==> config.mk <==
export PLATFORM = sky130hd
export DESIGN_NAME = lru_key_value_cache_flat
export DESIGN_NICKNAME = d
export VERILOG_FILES = /design/src/design/lkv_pkg.sv /design/src/design/lkv_req_if.sv /design/src/design/lkv_rsp_if.sv /design/src/design/lkv_cfg_if.sv /design/src/design/lru_key_value_cache.sv /design/src/design/lkv_cell.sv /design/src/flat_wrapper.sv
export SDC_FILE = /design/constraint.sdc
export NUM_CORES = 2
export LEC_CHECK = 0
export BUFFER_PORTS_ARGS = -buffer_cell sky130_fd_sc_hd__buf_2
export CAP_MARGIN = 5
export CORE_MARGIN = 2
export CORE_UTILIZATION = 57
export DETAILED_ROUTE_END_ITERATION = 10
export GPL_TIMING_DRIVEN = 0
export HOLD_SLACK_MARGIN = 0.03
export PLACE_DENSITY = 0.83
export RECOVER_POWER = 50
export SETUP_SLACK_MARGIN = 0.2
export SLEW_MARGIN = 5
export SYNTH_ARGS = -nofsm -noshare
export SYNTH_HDL_FRONTEND = slang
export SYNTH_HIERARCHICAL = 1
export SYNTH_SLANG_ARGS = --single-unit
==> constraint.sdc <==
create_clock -name clk -period 6.9 [get_ports clk]
set_input_delay 1.38 -clock clk [delete_from_list [all_inputs] [get_ports clk]]
set_output_delay 1.38 -clock clk [all_outputs]
set_load 0.005 [all_outputs]
==> src/design/lkv_pkg.sv <==
`timescale 1ns / 1ps

package lkv_pkg;

  // Fixed field widths
  localparam int DATA_W = 32;
  localparam int CAP_W  = 5;

  // Defaults for the top-level parameters
  localparam int DEF_MAX_ENTRIES = 16;
  localparam int DEF_CAPACITY    = 16;

  // Returned by a get that finds nothing
  localparam logic signed [DATA_W-1:0] MISS_VALUE = '1;

  // Request codes
  localparam logic REQ_GET = 1'b0;
  localparam logic REQ_PUT = 1'b1;

  // Sequencer states
  typedef enum logic [1:0] {
    ST_IDLE,
    ST_LOOK,
    ST_UPD
  } lkv_state_t;

  // Signals passed from one cell to the next along the row
  typedef struct packed {
    logic                     found;
    logic                     free_seen;
    logic signed [DATA_W-1:0] value;
  } lkv_chain_t;

  // Broadcast control from the sequencer to every cell
  typedef struct packed {
    logic                     look;
    logic                     upd;
    logic                     clear;
    logic                     put;
    logic                     hit_any;
    logic                     full;
    logic signed [DATA_W-1:0] key;
    logic signed [DATA_W-1:0] value;
  } lkv_ctl_t;

endpackage

==> src/design/lkv_req_if.sv <==
`timescale 1ns / 1ps

interface lkv_req_if import lkv_pkg::*; ();
  logic                     valid;
  logic                     ready;
  logic                     req_type;
  logic signed [DATA_W-1:0] key;
  logic signed [DATA_W-1:0] value;

  modport source (output valid, output req_type, output key, output value, input ready);
  modport sink   (input valid, input req_type, input key, input value, output ready);
endinterface

==> src/design/lkv_rsp_if.sv <==
`timescale 1ns / 1ps

interface lkv_rsp_if import lkv_pkg::*; ();
  logic                     valid;
  logic                     ready;
  logic                     hit;
  logic signed [DATA_W-1:0] read_value;
  logic                     evicted;

  modport source (output valid, output hit, output read_value, output evicted, input ready);
  modport sink   (input valid, input hit, input read_value, input evicted, output ready);
endinterface

==> src/design/lkv_cfg_if.sv <==
`timescale 1ns / 1ps

interface lkv_cfg_if import lkv_pkg::*; ();
  logic             valid;
  logic             ready;
  logic [CAP_W-1:0] capacity;

  modport source (output valid, output capacity, input ready);
  modport sink   (input valid, input capacity, output ready);
endinterface

==> src/design/lru_key_value_cache.sv <==
`timescale 1ns / 1ps

// Fully associative key-value cache with least-recently-used replacement,
// built as a row of MAX_ENTRIES cells, each holding one key, value and
// recency rank. Every request goes through the transfer in, a lookup in which
// all cells compare the key at once and pass the match, read data and
// free-slot priority along the row, and an update in which the cells
// re-rank and the result is loaded into the output register; that update waits
// while the register holds an untransferred result, but a new request is
// taken while the previous result still waits to be transferred. A get returns
// the stored value with hit high, or -1 with hit low. A put replaces or inserts,
// evicting the least recent entry when the store already holds capacity
// entries. Writing capacity (0 taken as 1, above MAX_ENTRIES saturated) empties
// the store at once; it is to be written only while no request is in flight.
module lru_key_value_cache import lkv_pkg::*; #(
  parameter int MAX_ENTRIES = DEF_MAX_ENTRIES
) (
  input logic       clk,
  input logic       rst_n,
  lkv_req_if.sink   in_req,
  lkv_rsp_if.source out_rsp,
  lkv_cfg_if.sink   cfg_wr
);

  localparam int AGE_W = (MAX_ENTRIES > 1) ? $clog2(MAX_ENTRIES) : 1;
  localparam int CNT_W = $clog2(MAX_ENTRIES + 1);
  localparam int CMP_W = (CNT_W > CAP_W) ? CNT_W : CAP_W;
  localparam int RST_CAP = (DEF_CAPACITY > MAX_ENTRIES) ? MAX_ENTRIES : DEF_CAPACITY;

  lkv_state_t               state_r, state_nxt;
  logic [CNT_W-1:0]         count_r, count_nxt;
  logic [CNT_W-1:0]         cap_r, cap_nxt;
  logic                     put_r;
  logic signed [DATA_W-1:0] key_r;
  logic signed [DATA_W-1:0] val_r;
  logic                     hit_any_r;
  logic signed [DATA_W-1:0] rd_r;
  logic [AGE_W-1:0]         hit_age_r;
  logic                     out_valid_r;
  logic                     out_hit_r;
  logic signed [DATA_W-1:0] out_value_r;
  logic                     out_evicted_r;

  logic             in_rdy;
  logic             in_fire;
  logic             look;
  logic             upd;
  logic             cfg_fire;
  logic             full;
  logic [CMP_W-1:0] cap_ext;
  logic [CMP_W-1:0] cap_sat;
  logic [AGE_W-1:0] cnt_m1;
  lkv_ctl_t         ctl;

  lkv_chain_t       chain    [MAX_ENTRIES+1];
  logic [AGE_W-1:0] age_chain[MAX_ENTRIES+1];
  logic [MAX_ENTRIES-1:0] valid_vec;
  logic [MAX_ENTRIES-1:0] hit_vec;
  logic [MAX_ENTRIES-1:0] sel_vec;

  // Handshakes
  assign in_fire  = in_req.valid && in_rdy;
  assign cfg_fire = cfg_wr.valid;
  assign in_req.ready = in_rdy;
  assign cfg_wr.ready = 1'b1;

  assign out_rsp.valid      = out_valid_r;
  assign out_rsp.hit        = out_hit_r;
  assign out_rsp.read_value = out_value_r;
  assign out_rsp.evicted    = out_evicted_r;

  // Next state
  always_comb begin
    state_nxt = state_r;
    case (state_r)
      ST_IDLE: if (in_fire) state_nxt = ST_LOOK;
      ST_LOOK: state_nxt = ST_UPD;
      ST_UPD:  if (!out_valid_r || out_rsp.ready) state_nxt = ST_IDLE;
      default: state_nxt = ST_IDLE;
    endcase
  end

  // State outputs
  always_comb begin
    in_rdy = 1'b0;
    look   = 1'b0;
    upd    = 1'b0;
    case (state_r)
      ST_IDLE: in_rdy = 1'b1;
      ST_LOOK: look = 1'b1;
      ST_UPD:  upd = !out_valid_r || out_rsp.ready;
      default: in_rdy = 1'b0;
    endcase
  end

  // Saturate the written capacity into 1..MAX_ENTRIES
  always_comb begin
    cap_ext = CMP_W'(cfg_wr.capacity);
    if (cap_ext == '0) begin
      cap_sat = CMP_W'(1);
    end else if (cap_ext > CMP_W'(MAX_ENTRIES)) begin
      cap_sat = CMP_W'(MAX_ENTRIES);
    end else begin
      cap_sat = cap_ext;
    end
    cap_nxt = cfg_fire ? CNT_W'(cap_sat) : cap_r;
  end

  assign full   = count_r >= cap_r;
  assign cnt_m1 = AGE_W'(count_r - 1'b1);

  // Advance the fill count
  always_comb begin
    count_nxt = count_r;
    if (cfg_fire) begin
      count_nxt = '0;
    end else if (upd && (put_r == REQ_PUT) && !hit_any_r && !full) begin
      count_nxt = CNT_W'(count_r + 1'b1);
    end
  end

  // Broadcast to the row
  always_comb begin
    ctl.look    = look;
    ctl.upd     = upd;
    ctl.clear   = cfg_fire;
    ctl.put     = put_r;
    ctl.hit_any = hit_any_r;
    ctl.full    = full;
    ctl.key     = key_r;
    ctl.value   = val_r;
  end

  assign chain[0]     = '{found: 1'b0, free_seen: 1'b0, value: '0};
  assign age_chain[0] = '0;

  // Row of cells
  for (genvar i = 0; i < MAX_ENTRIES; i++) begin : g_cell
    lkv_cell #(
      .AGE_W (AGE_W)
    ) u_cell (
      .clk       (clk),
      .rst_n     (rst_n),
      .ctl       (ctl),
      .hit_age   (hit_age_r),
      .cnt_m1    (cnt_m1),
      .chain_in  (chain[i]),
      .age_in    (age_chain[i]),
      .chain_out (chain[i+1]),
      .age_out   (age_chain[i+1]),
      .valid     (valid_vec[i]),
      .hit       (hit_vec[i]),
      .sel       (sel_vec[i])
    );
  end

  // Control registers
  always_ff @(posedge clk) begin
    if (!rst_n) begin
      state_r     <= ST_IDLE;
      count_r     <= '0;
      cap_r       <= CNT_W'(RST_CAP);
      out_valid_r <= 1'b0;
    end else begin
      state_r <= state_nxt;
      count_r <= count_nxt;
      cap_r   <= cap_nxt;
      if (upd) begin
        out_valid_r <= 1'b1;
      end else if (out_rsp.ready) begin
        out_valid_r <= 1'b0;
      end
    end
  end

  // Request, lookup and result payload
  always_ff @(posedge clk) begin
    if (in_fire) begin
      put_r <= in_req.req_type;
      key_r <= in_req.key;
      val_r <= in_req.value;
    end
    if (look) begin
      hit_any_r <= chain[MAX_ENTRIES].found;
      rd_r      <= chain[MAX_ENTRIES].value;
      hit_age_r <= age_chain[MAX_ENTRIES];
    end
    if (upd) begin
      out_hit_r     <= hit_any_r;
      out_evicted_r <= (put_r == REQ_PUT) && !hit_any_r && full;
      if (put_r == REQ_PUT) begin
        out_value_r <= '0;
      end else if (hit_any_r) begin
        out_value_r <= rd_r;
      end else begin
        out_value_r <= MISS_VALUE;
      end
    end
  end

`ifndef SYNTH
  // Keys are unique, so at most one cell can match
  a_hit_unique: assert property (@(posedge clk) disable iff (!rst_n)
    (state_r == ST_UPD) |-> $onehot0(hit_vec))
    else $error("more than one cell matched the key");

  // An insert picks exactly one slot
  a_sel_onehot: assert property (@(posedge clk) disable iff (!rst_n)
    ((state_r == ST_UPD) && (put_r == REQ_PUT) && !hit_any_r) |-> $onehot(sel_vec))
    else $error("insert did not select exactly one slot");

  // Fill count tracks the valid entries
  a_count_match: assert property (@(posedge clk) disable iff (!rst_n)
    ($countones(valid_vec) == 32'(count_r)))
    else $error("fill count disagrees with valid entries");

  // Store never holds more than capacity
  a_count_cap: assert property (@(posedge clk) disable iff (!rst_n)
    (count_r <= cap_r))
    else $error("fill count above capacity");

  // A transfer in starts a lookup
  a_in_look: assert property (@(posedge clk) disable iff (!rst_n)
    in_fire |=> (state_r == ST_LOOK))
    else $error("accepted request did not start a lookup");
`endif

endmodule

==> src/design/lkv_cell.sv <==
`timescale 1ns / 1ps

module lkv_cell import lkv_pkg::*; #(
  parameter int AGE_W = 4
) (
  input  logic             clk,
  input  logic             rst_n,
  input  lkv_ctl_t         ctl,
  input  logic [AGE_W-1:0] hit_age,
  input  logic [AGE_W-1:0] cnt_m1,
  input  lkv_chain_t       chain_in,
  input  logic [AGE_W-1:0] age_in,
  output lkv_chain_t       chain_out,
  output logic [AGE_W-1:0] age_out,
  output logic             valid,
  output logic             hit,
  output logic             sel
);

  logic                     valid_r, valid_nxt;
  logic signed [DATA_W-1:0] key_r, key_nxt;
  logic signed [DATA_W-1:0] value_r, value_nxt;
  logic [AGE_W-1:0]         age_r, age_nxt;
  logic                     hit_r, hit_nxt;
  logic                     sel_r, sel_nxt;
  logic                     match;
  logic                     victim;
  logic                     first_free;

  // Compare the request key against this entry
  assign match      = valid_r && (key_r == ctl.key);
  assign victim     = valid_r && (age_r == cnt_m1);
  assign first_free = !valid_r && !chain_in.free_seen;

  // Pass match, read data and free-slot priority on to the neighbour
  assign chain_out.found     = chain_in.found | match;
  assign chain_out.free_seen = chain_in.free_seen | !valid_r;
  assign chain_out.value     = chain_in.value | (match ? value_r : '0);
  assign age_out             = age_in | (match ? age_r : '0);

  assign valid = valid_r;
  assign hit   = hit_r;
  assign sel   = sel_r;

  // Work out the next entry contents
  always_comb begin
    valid_nxt = valid_r;
    key_nxt   = key_r;
    value_nxt = value_r;
    age_nxt   = age_r;
    hit_nxt   = hit_r;
    sel_nxt   = sel_r;
    if (ctl.look) begin
      hit_nxt = match;
      sel_nxt = ctl.full ? victim : first_free;
    end
    if (ctl.upd) begin
      if (ctl.hit_any) begin
        // Promote the hit entry, age those that were younger
        if (hit_r) begin
          age_nxt = '0;
          if (ctl.put) begin
            value_nxt = ctl.value;
          end
        end else if (valid_r && (age_r < hit_age)) begin
          age_nxt = AGE_W'(age_r + 1'b1);
        end
      end else if (ctl.put) begin
        // Insert into the chosen slot, age all the others
        if (sel_r) begin
          valid_nxt = 1'b1;
          key_nxt   = ctl.key;
          value_nxt = ctl.value;
          age_nxt   = '0;
        end else if (valid_r) begin
          age_nxt = AGE_W'(age_r + 1'b1);
        end
      end
    end
    if (ctl.clear) begin
      valid_nxt = 1'b0;
    end
  end

  // Hold the entry
  always_ff @(posedge clk) begin
    if (!rst_n) begin
      valid_r <= 1'b0;
    end else begin
      valid_r <= valid_nxt;
    end
    key_r   <= key_nxt;
    value_r <= value_nxt;
    age_r   <= age_nxt;
    hit_r   <= hit_nxt;
    sel_r   <= sel_nxt;
  end

endmodule
==> src/flat_wrapper.sv <==
// flat-port wrapper written by rule: the top's interface ports become plain ports
module lru_key_value_cache_flat import lkv_pkg::*;
#(
  parameter int MAX_ENTRIES = DEF_MAX_ENTRIES
)
  (clk, rst_n, in_req_valid, in_req_req_type, in_req_key, in_req_value, in_req_ready, out_rsp_valid, out_rsp_hit, out_rsp_read_value, out_rsp_evicted, out_rsp_ready, cfg_wr_valid, cfg_wr_capacity, cfg_wr_ready);
  lkv_req_if in_req_i ();
  lkv_rsp_if out_rsp_i ();
  lkv_cfg_if cfg_wr_i ();
  input logic clk;
  input logic rst_n;
  input wire logic [$bits(in_req_i.valid)-1:0] in_req_valid;
  input wire logic [$bits(in_req_i.req_type)-1:0] in_req_req_type;
  input wire logic [$bits(in_req_i.key)-1:0] in_req_key;
  input wire logic [$bits(in_req_i.value)-1:0] in_req_value;
  output wire logic [$bits(in_req_i.ready)-1:0] in_req_ready;
  output wire logic [$bits(out_rsp_i.valid)-1:0] out_rsp_valid;
  output wire logic [$bits(out_rsp_i.hit)-1:0] out_rsp_hit;
  output wire logic [$bits(out_rsp_i.read_value)-1:0] out_rsp_read_value;
  output wire logic [$bits(out_rsp_i.evicted)-1:0] out_rsp_evicted;
  input wire logic [$bits(out_rsp_i.ready)-1:0] out_rsp_ready;
  input wire logic [$bits(cfg_wr_i.valid)-1:0] cfg_wr_valid;
  input wire logic [$bits(cfg_wr_i.capacity)-1:0] cfg_wr_capacity;
  output wire logic [$bits(cfg_wr_i.ready)-1:0] cfg_wr_ready;
  assign in_req_i.valid = in_req_valid;
  assign in_req_i.req_type = in_req_req_type;
  assign in_req_i.key = in_req_key;
  assign in_req_i.value = in_req_value;
  assign in_req_ready = in_req_i.ready;
  assign out_rsp_valid = out_rsp_i.valid;
  assign out_rsp_hit = out_rsp_i.hit;
  assign out_rsp_read_value = out_rsp_i.read_value;
  assign out_rsp_evicted = out_rsp_i.evicted;
  assign out_rsp_i.ready = out_rsp_ready;
  assign cfg_wr_i.valid = cfg_wr_valid;
  assign cfg_wr_i.capacity = cfg_wr_capacity;
  assign cfg_wr_ready = cfg_wr_i.ready;
  lru_key_value_cache #(.MAX_ENTRIES(MAX_ENTRIES)) u_core (.clk(clk), .rst_n(rst_n), .in_req(in_req_i), .out_rsp(out_rsp_i), .cfg_wr(cfg_wr_i));
endmodule
==> results.py <==
metrics = {
    "critical_path": {
        "critPathArrivalTime_ns": 7.14,
        "critPathLaunchType": "flip-flop",
        "cp.required_ns": 7.37,
        "end_kind": "flip-flop",
        "r2r-start": "u_core/key_r[14]",
        "cp_max_fo": 15,
        "path_class": "reg -> reg",
        "startpoint": "u_core/key_r[14]",
    },
    "floorplanning": {
        "die_h_um": 312,
        "start_util_pct": 57.8,
        "die_area_mm2": 0.0974,
        "pin_count": 112,
        "coreArea_mm2": 0.0936,
        "dieWidth_um": 312,
        "rows": 112,
    },
    "placement": {
        "io_buffer_count": 110,
        "hpwlAfterDp_um": 77900,
        "gp_congestion": 0.825,
    },
    "final_layout": {
        "area.growth.synth_to_final_pct": 15.8,
        "antenna_cells": 0,
        "layout-drive-gt1-share_pct": 12.1,
        "layout.nets": 4007,
    },
    "clocking": {
        "cts_max_level": 3,
        "clkTransAtPathRegs_ns": 0.06,
        "clockBufferDepth": 3,
        "tritoncts": "built",
        "numCtsBuffers": 120,
        "cts_sinks": 1285,
        "clk_latency_ns": 0.73,
        "root_buffer": "clkbuf_16",
    },
    "routing": {
        "drtPass1Iterations": 5,
        "ant_nets": 0,
        "routed_via_density": 6.03,
        "vias": 31400,
        "routed_wl_um": 128000,
        "route.detailed.drc": 0,
        "dr.first_iter.drc_count": 3697,
        "wl_per_cell_um": 24.6,
    },
    "timing": {
        "finalSetupViolations": 0,
        "drv_slew": 141,
        "timing.slew.headroom_pct": -125,
        "finalHoldViolations": 0,
        "finClkSkew_ns": 0.0629,
        "period_share_pct": 96.6,
        "grt_setup_unrepaired": "false",
        "worst_pin_slew_ns": 3.37,
        "fmax_mhz": 150,
        "period_needed_ns": 6.67,
        "hold_slack_ns": 0.484,
        "timing.setup.tns_ns": 0,
    },
    "grt": {
        "grt_max_degree": 48,
        "grt_pass1_wl_um": 191000,
        "antenna_found_initial": 1,
        "grtUsageTotal_pct": 25.7,
        "grt_overflow_total": 0,
        "grt_pass1_vias": 31900,
    },
    "power": {
        "vdd_drop_max_v": 0.000305,
        "p_leak_nw": 24.2,
        "p_per_area_mw_per_mm2": 257,
        "p_seq_share_pct": 54.6,
        "power_frac_clock_pct": 40.2,
        "power.switching_mw": 3.49,
        "p_int_mw": 12.6,
        "swShare_pct": 21.7,
        "p_comb_share_pct": 5.3,
    },
    "run_status": {
        "violations": "max-capacitance violations, max-slew violations",
        "outcome": "complete, but fails checks",
    },
    "synth": {
        "yosys_warnings": 6,
        "synthCells": 3444,
        "synth_area_mm2": 0.0541,
        "syn_area_per_cell_um2": 15.7,
    },
    "hold_path": {
        "holdCritStartpoint": "u_core/g_cell[15].u_cell/value_r[27]",
        "holdCritPathClass": "reg -> reg",
    },
    "run": {
        "drv_cap": 5,
    },
}
through the flow:
| stage | std cells | utilization, % | instance area, µm² | setup WS [ns] | power, mW |
|---|---|---|---|---|---|
| floorplan | 3482 | - | 54200 | 0.424 | 9.39 |
| global placement | 4846 | 60.2 | 56300 | -3.01 | 9.62 |
| detailed placement | 4933 | 62.8 | 58800 | 0.0698 | 9.78 |
| CTS | 5175 | 67.1 | 62800 | 0.208 | 16.2 |
| global route | 5213 | 66.9 | 62600 | 0.113 | 16.5 |
| finish | 5213 | 66.9 | 62600 | 0.233 | 16.1 |
state kept, by name, indices dropped and copies added, names as in the netlist:
name and count:
u_core/val_r 32, u_core/cap_r 5, u_core/hit_any_r 1, u_core/g_cell.u_cell/age_r 64, u_core/g_cell.u_cell/sel 16, u_core/g_cell.u_cell/value_r 512
u_core/g_cell.u_cell/hit 16, u_core/g_cell.u_cell/key_r 512, u_core/state_r 2, u_core/key_r 32, u_core/out_rsp.read_value 32, u_core/hit_age_r 4
u_core/out_rsp.hit 1, u_core/g_cell.u_cell/valid 16, u_core/out_rsp.evicted 1, u_core/rd_r 32, u_core/put_r 1, u_core/count_r 5
u_core/out_rsp.valid 1
path summary, 6_finish.rpt:
check,endpoint,slack (ns),cells after the start
hold / removal,u_core/rd_r[27],0.48,1
setup / recovery,u_core/hit_any_r,0.23,22
setup reg to reg,u_core/hit_any_r,0.23,22
hold reg to reg,u_core/rd_r[27],0.48,1
cell usage in the layout (no fill, tap or decap), types with 27 or more instances in the layout:
cell / n
edfxtp_1: 1256
buf_16: 42
nand2b_1: 69
dfxtp_1: 29
a21o_1: 626
xnor2_1: 141
clkbuf_16: 123
buf_6: 28
nor2_1: 79
ha_1: 71
clkbuf_1: 119
buf_12: 27
a21oi_1: 49
nor4_1: 92
nand4_1: 41
conb_1: 40
nand3_1: 50
xor2_1: 432
nand2_1: 58
inv_1: 132
buf_2: 103
what timing repair did:
action	in CTS	in global routing
gates resized for setup	0	7
pin swaps	0	0
hold buffers	0	0
cloned	0	0
buffers inserted	22	37
endpoints found under the setup margin	1	1
power groups by stage:
stage	Combinational (mW)	Sequential [mW]	Clock [mW]
global route	0.911	8.80	6.81
CTS	0.842	8.81	6.51
global placement	0.512	9.11	0
floorplan	0.394	9.00	0
detailed placement	0.779	9.00	0
finish	0.848	8.79	6.47
cell type report:
type	count	area (µm²)
repair buffers	257	2670
clock buffers	159	3200
fillers	5979	31000
well taps	1254	1570
flip-flops and latches	1285	38300
plain buffers	74	698
inverters	132	495
multi-input cells	1991	15100
clock inverters	61	626
routing by layer:
layer / vias to the layer above / global-route usage (%) / wire, µm
met4: 2 / 11.1 / 5310
li1: 13700 / - / -
met1: 15700 / 33.6 / 48400
met3: 315 / 4.06 / 11400
met2: 1662 / 43.1 / 63000
met5: - / 0 / 13
worst max-delay path, stage by stage (launching register included):
cell and delay, ns:
edfxtp_1 0.52, clkbuf_16 0.22, buf_16 0.15, o221ai_1 0.27
nor3_1 0.11, and4_2 0.22, buf_8 0.17, or2_2 0.28
or2_2 0.30, or2_2 0.30, or2_2 0.29, or2_2 0.28
or2_2 0.28, or2_2 0.29, or2_2 0.29, or2_2 0.30
or2_2 0.31, or2_2 0.31, or2_2 0.31, or2_2 0.31
or2_2 0.31, or2_2 0.29, or2_2 0.29
(Power assumes the default switching activity.)
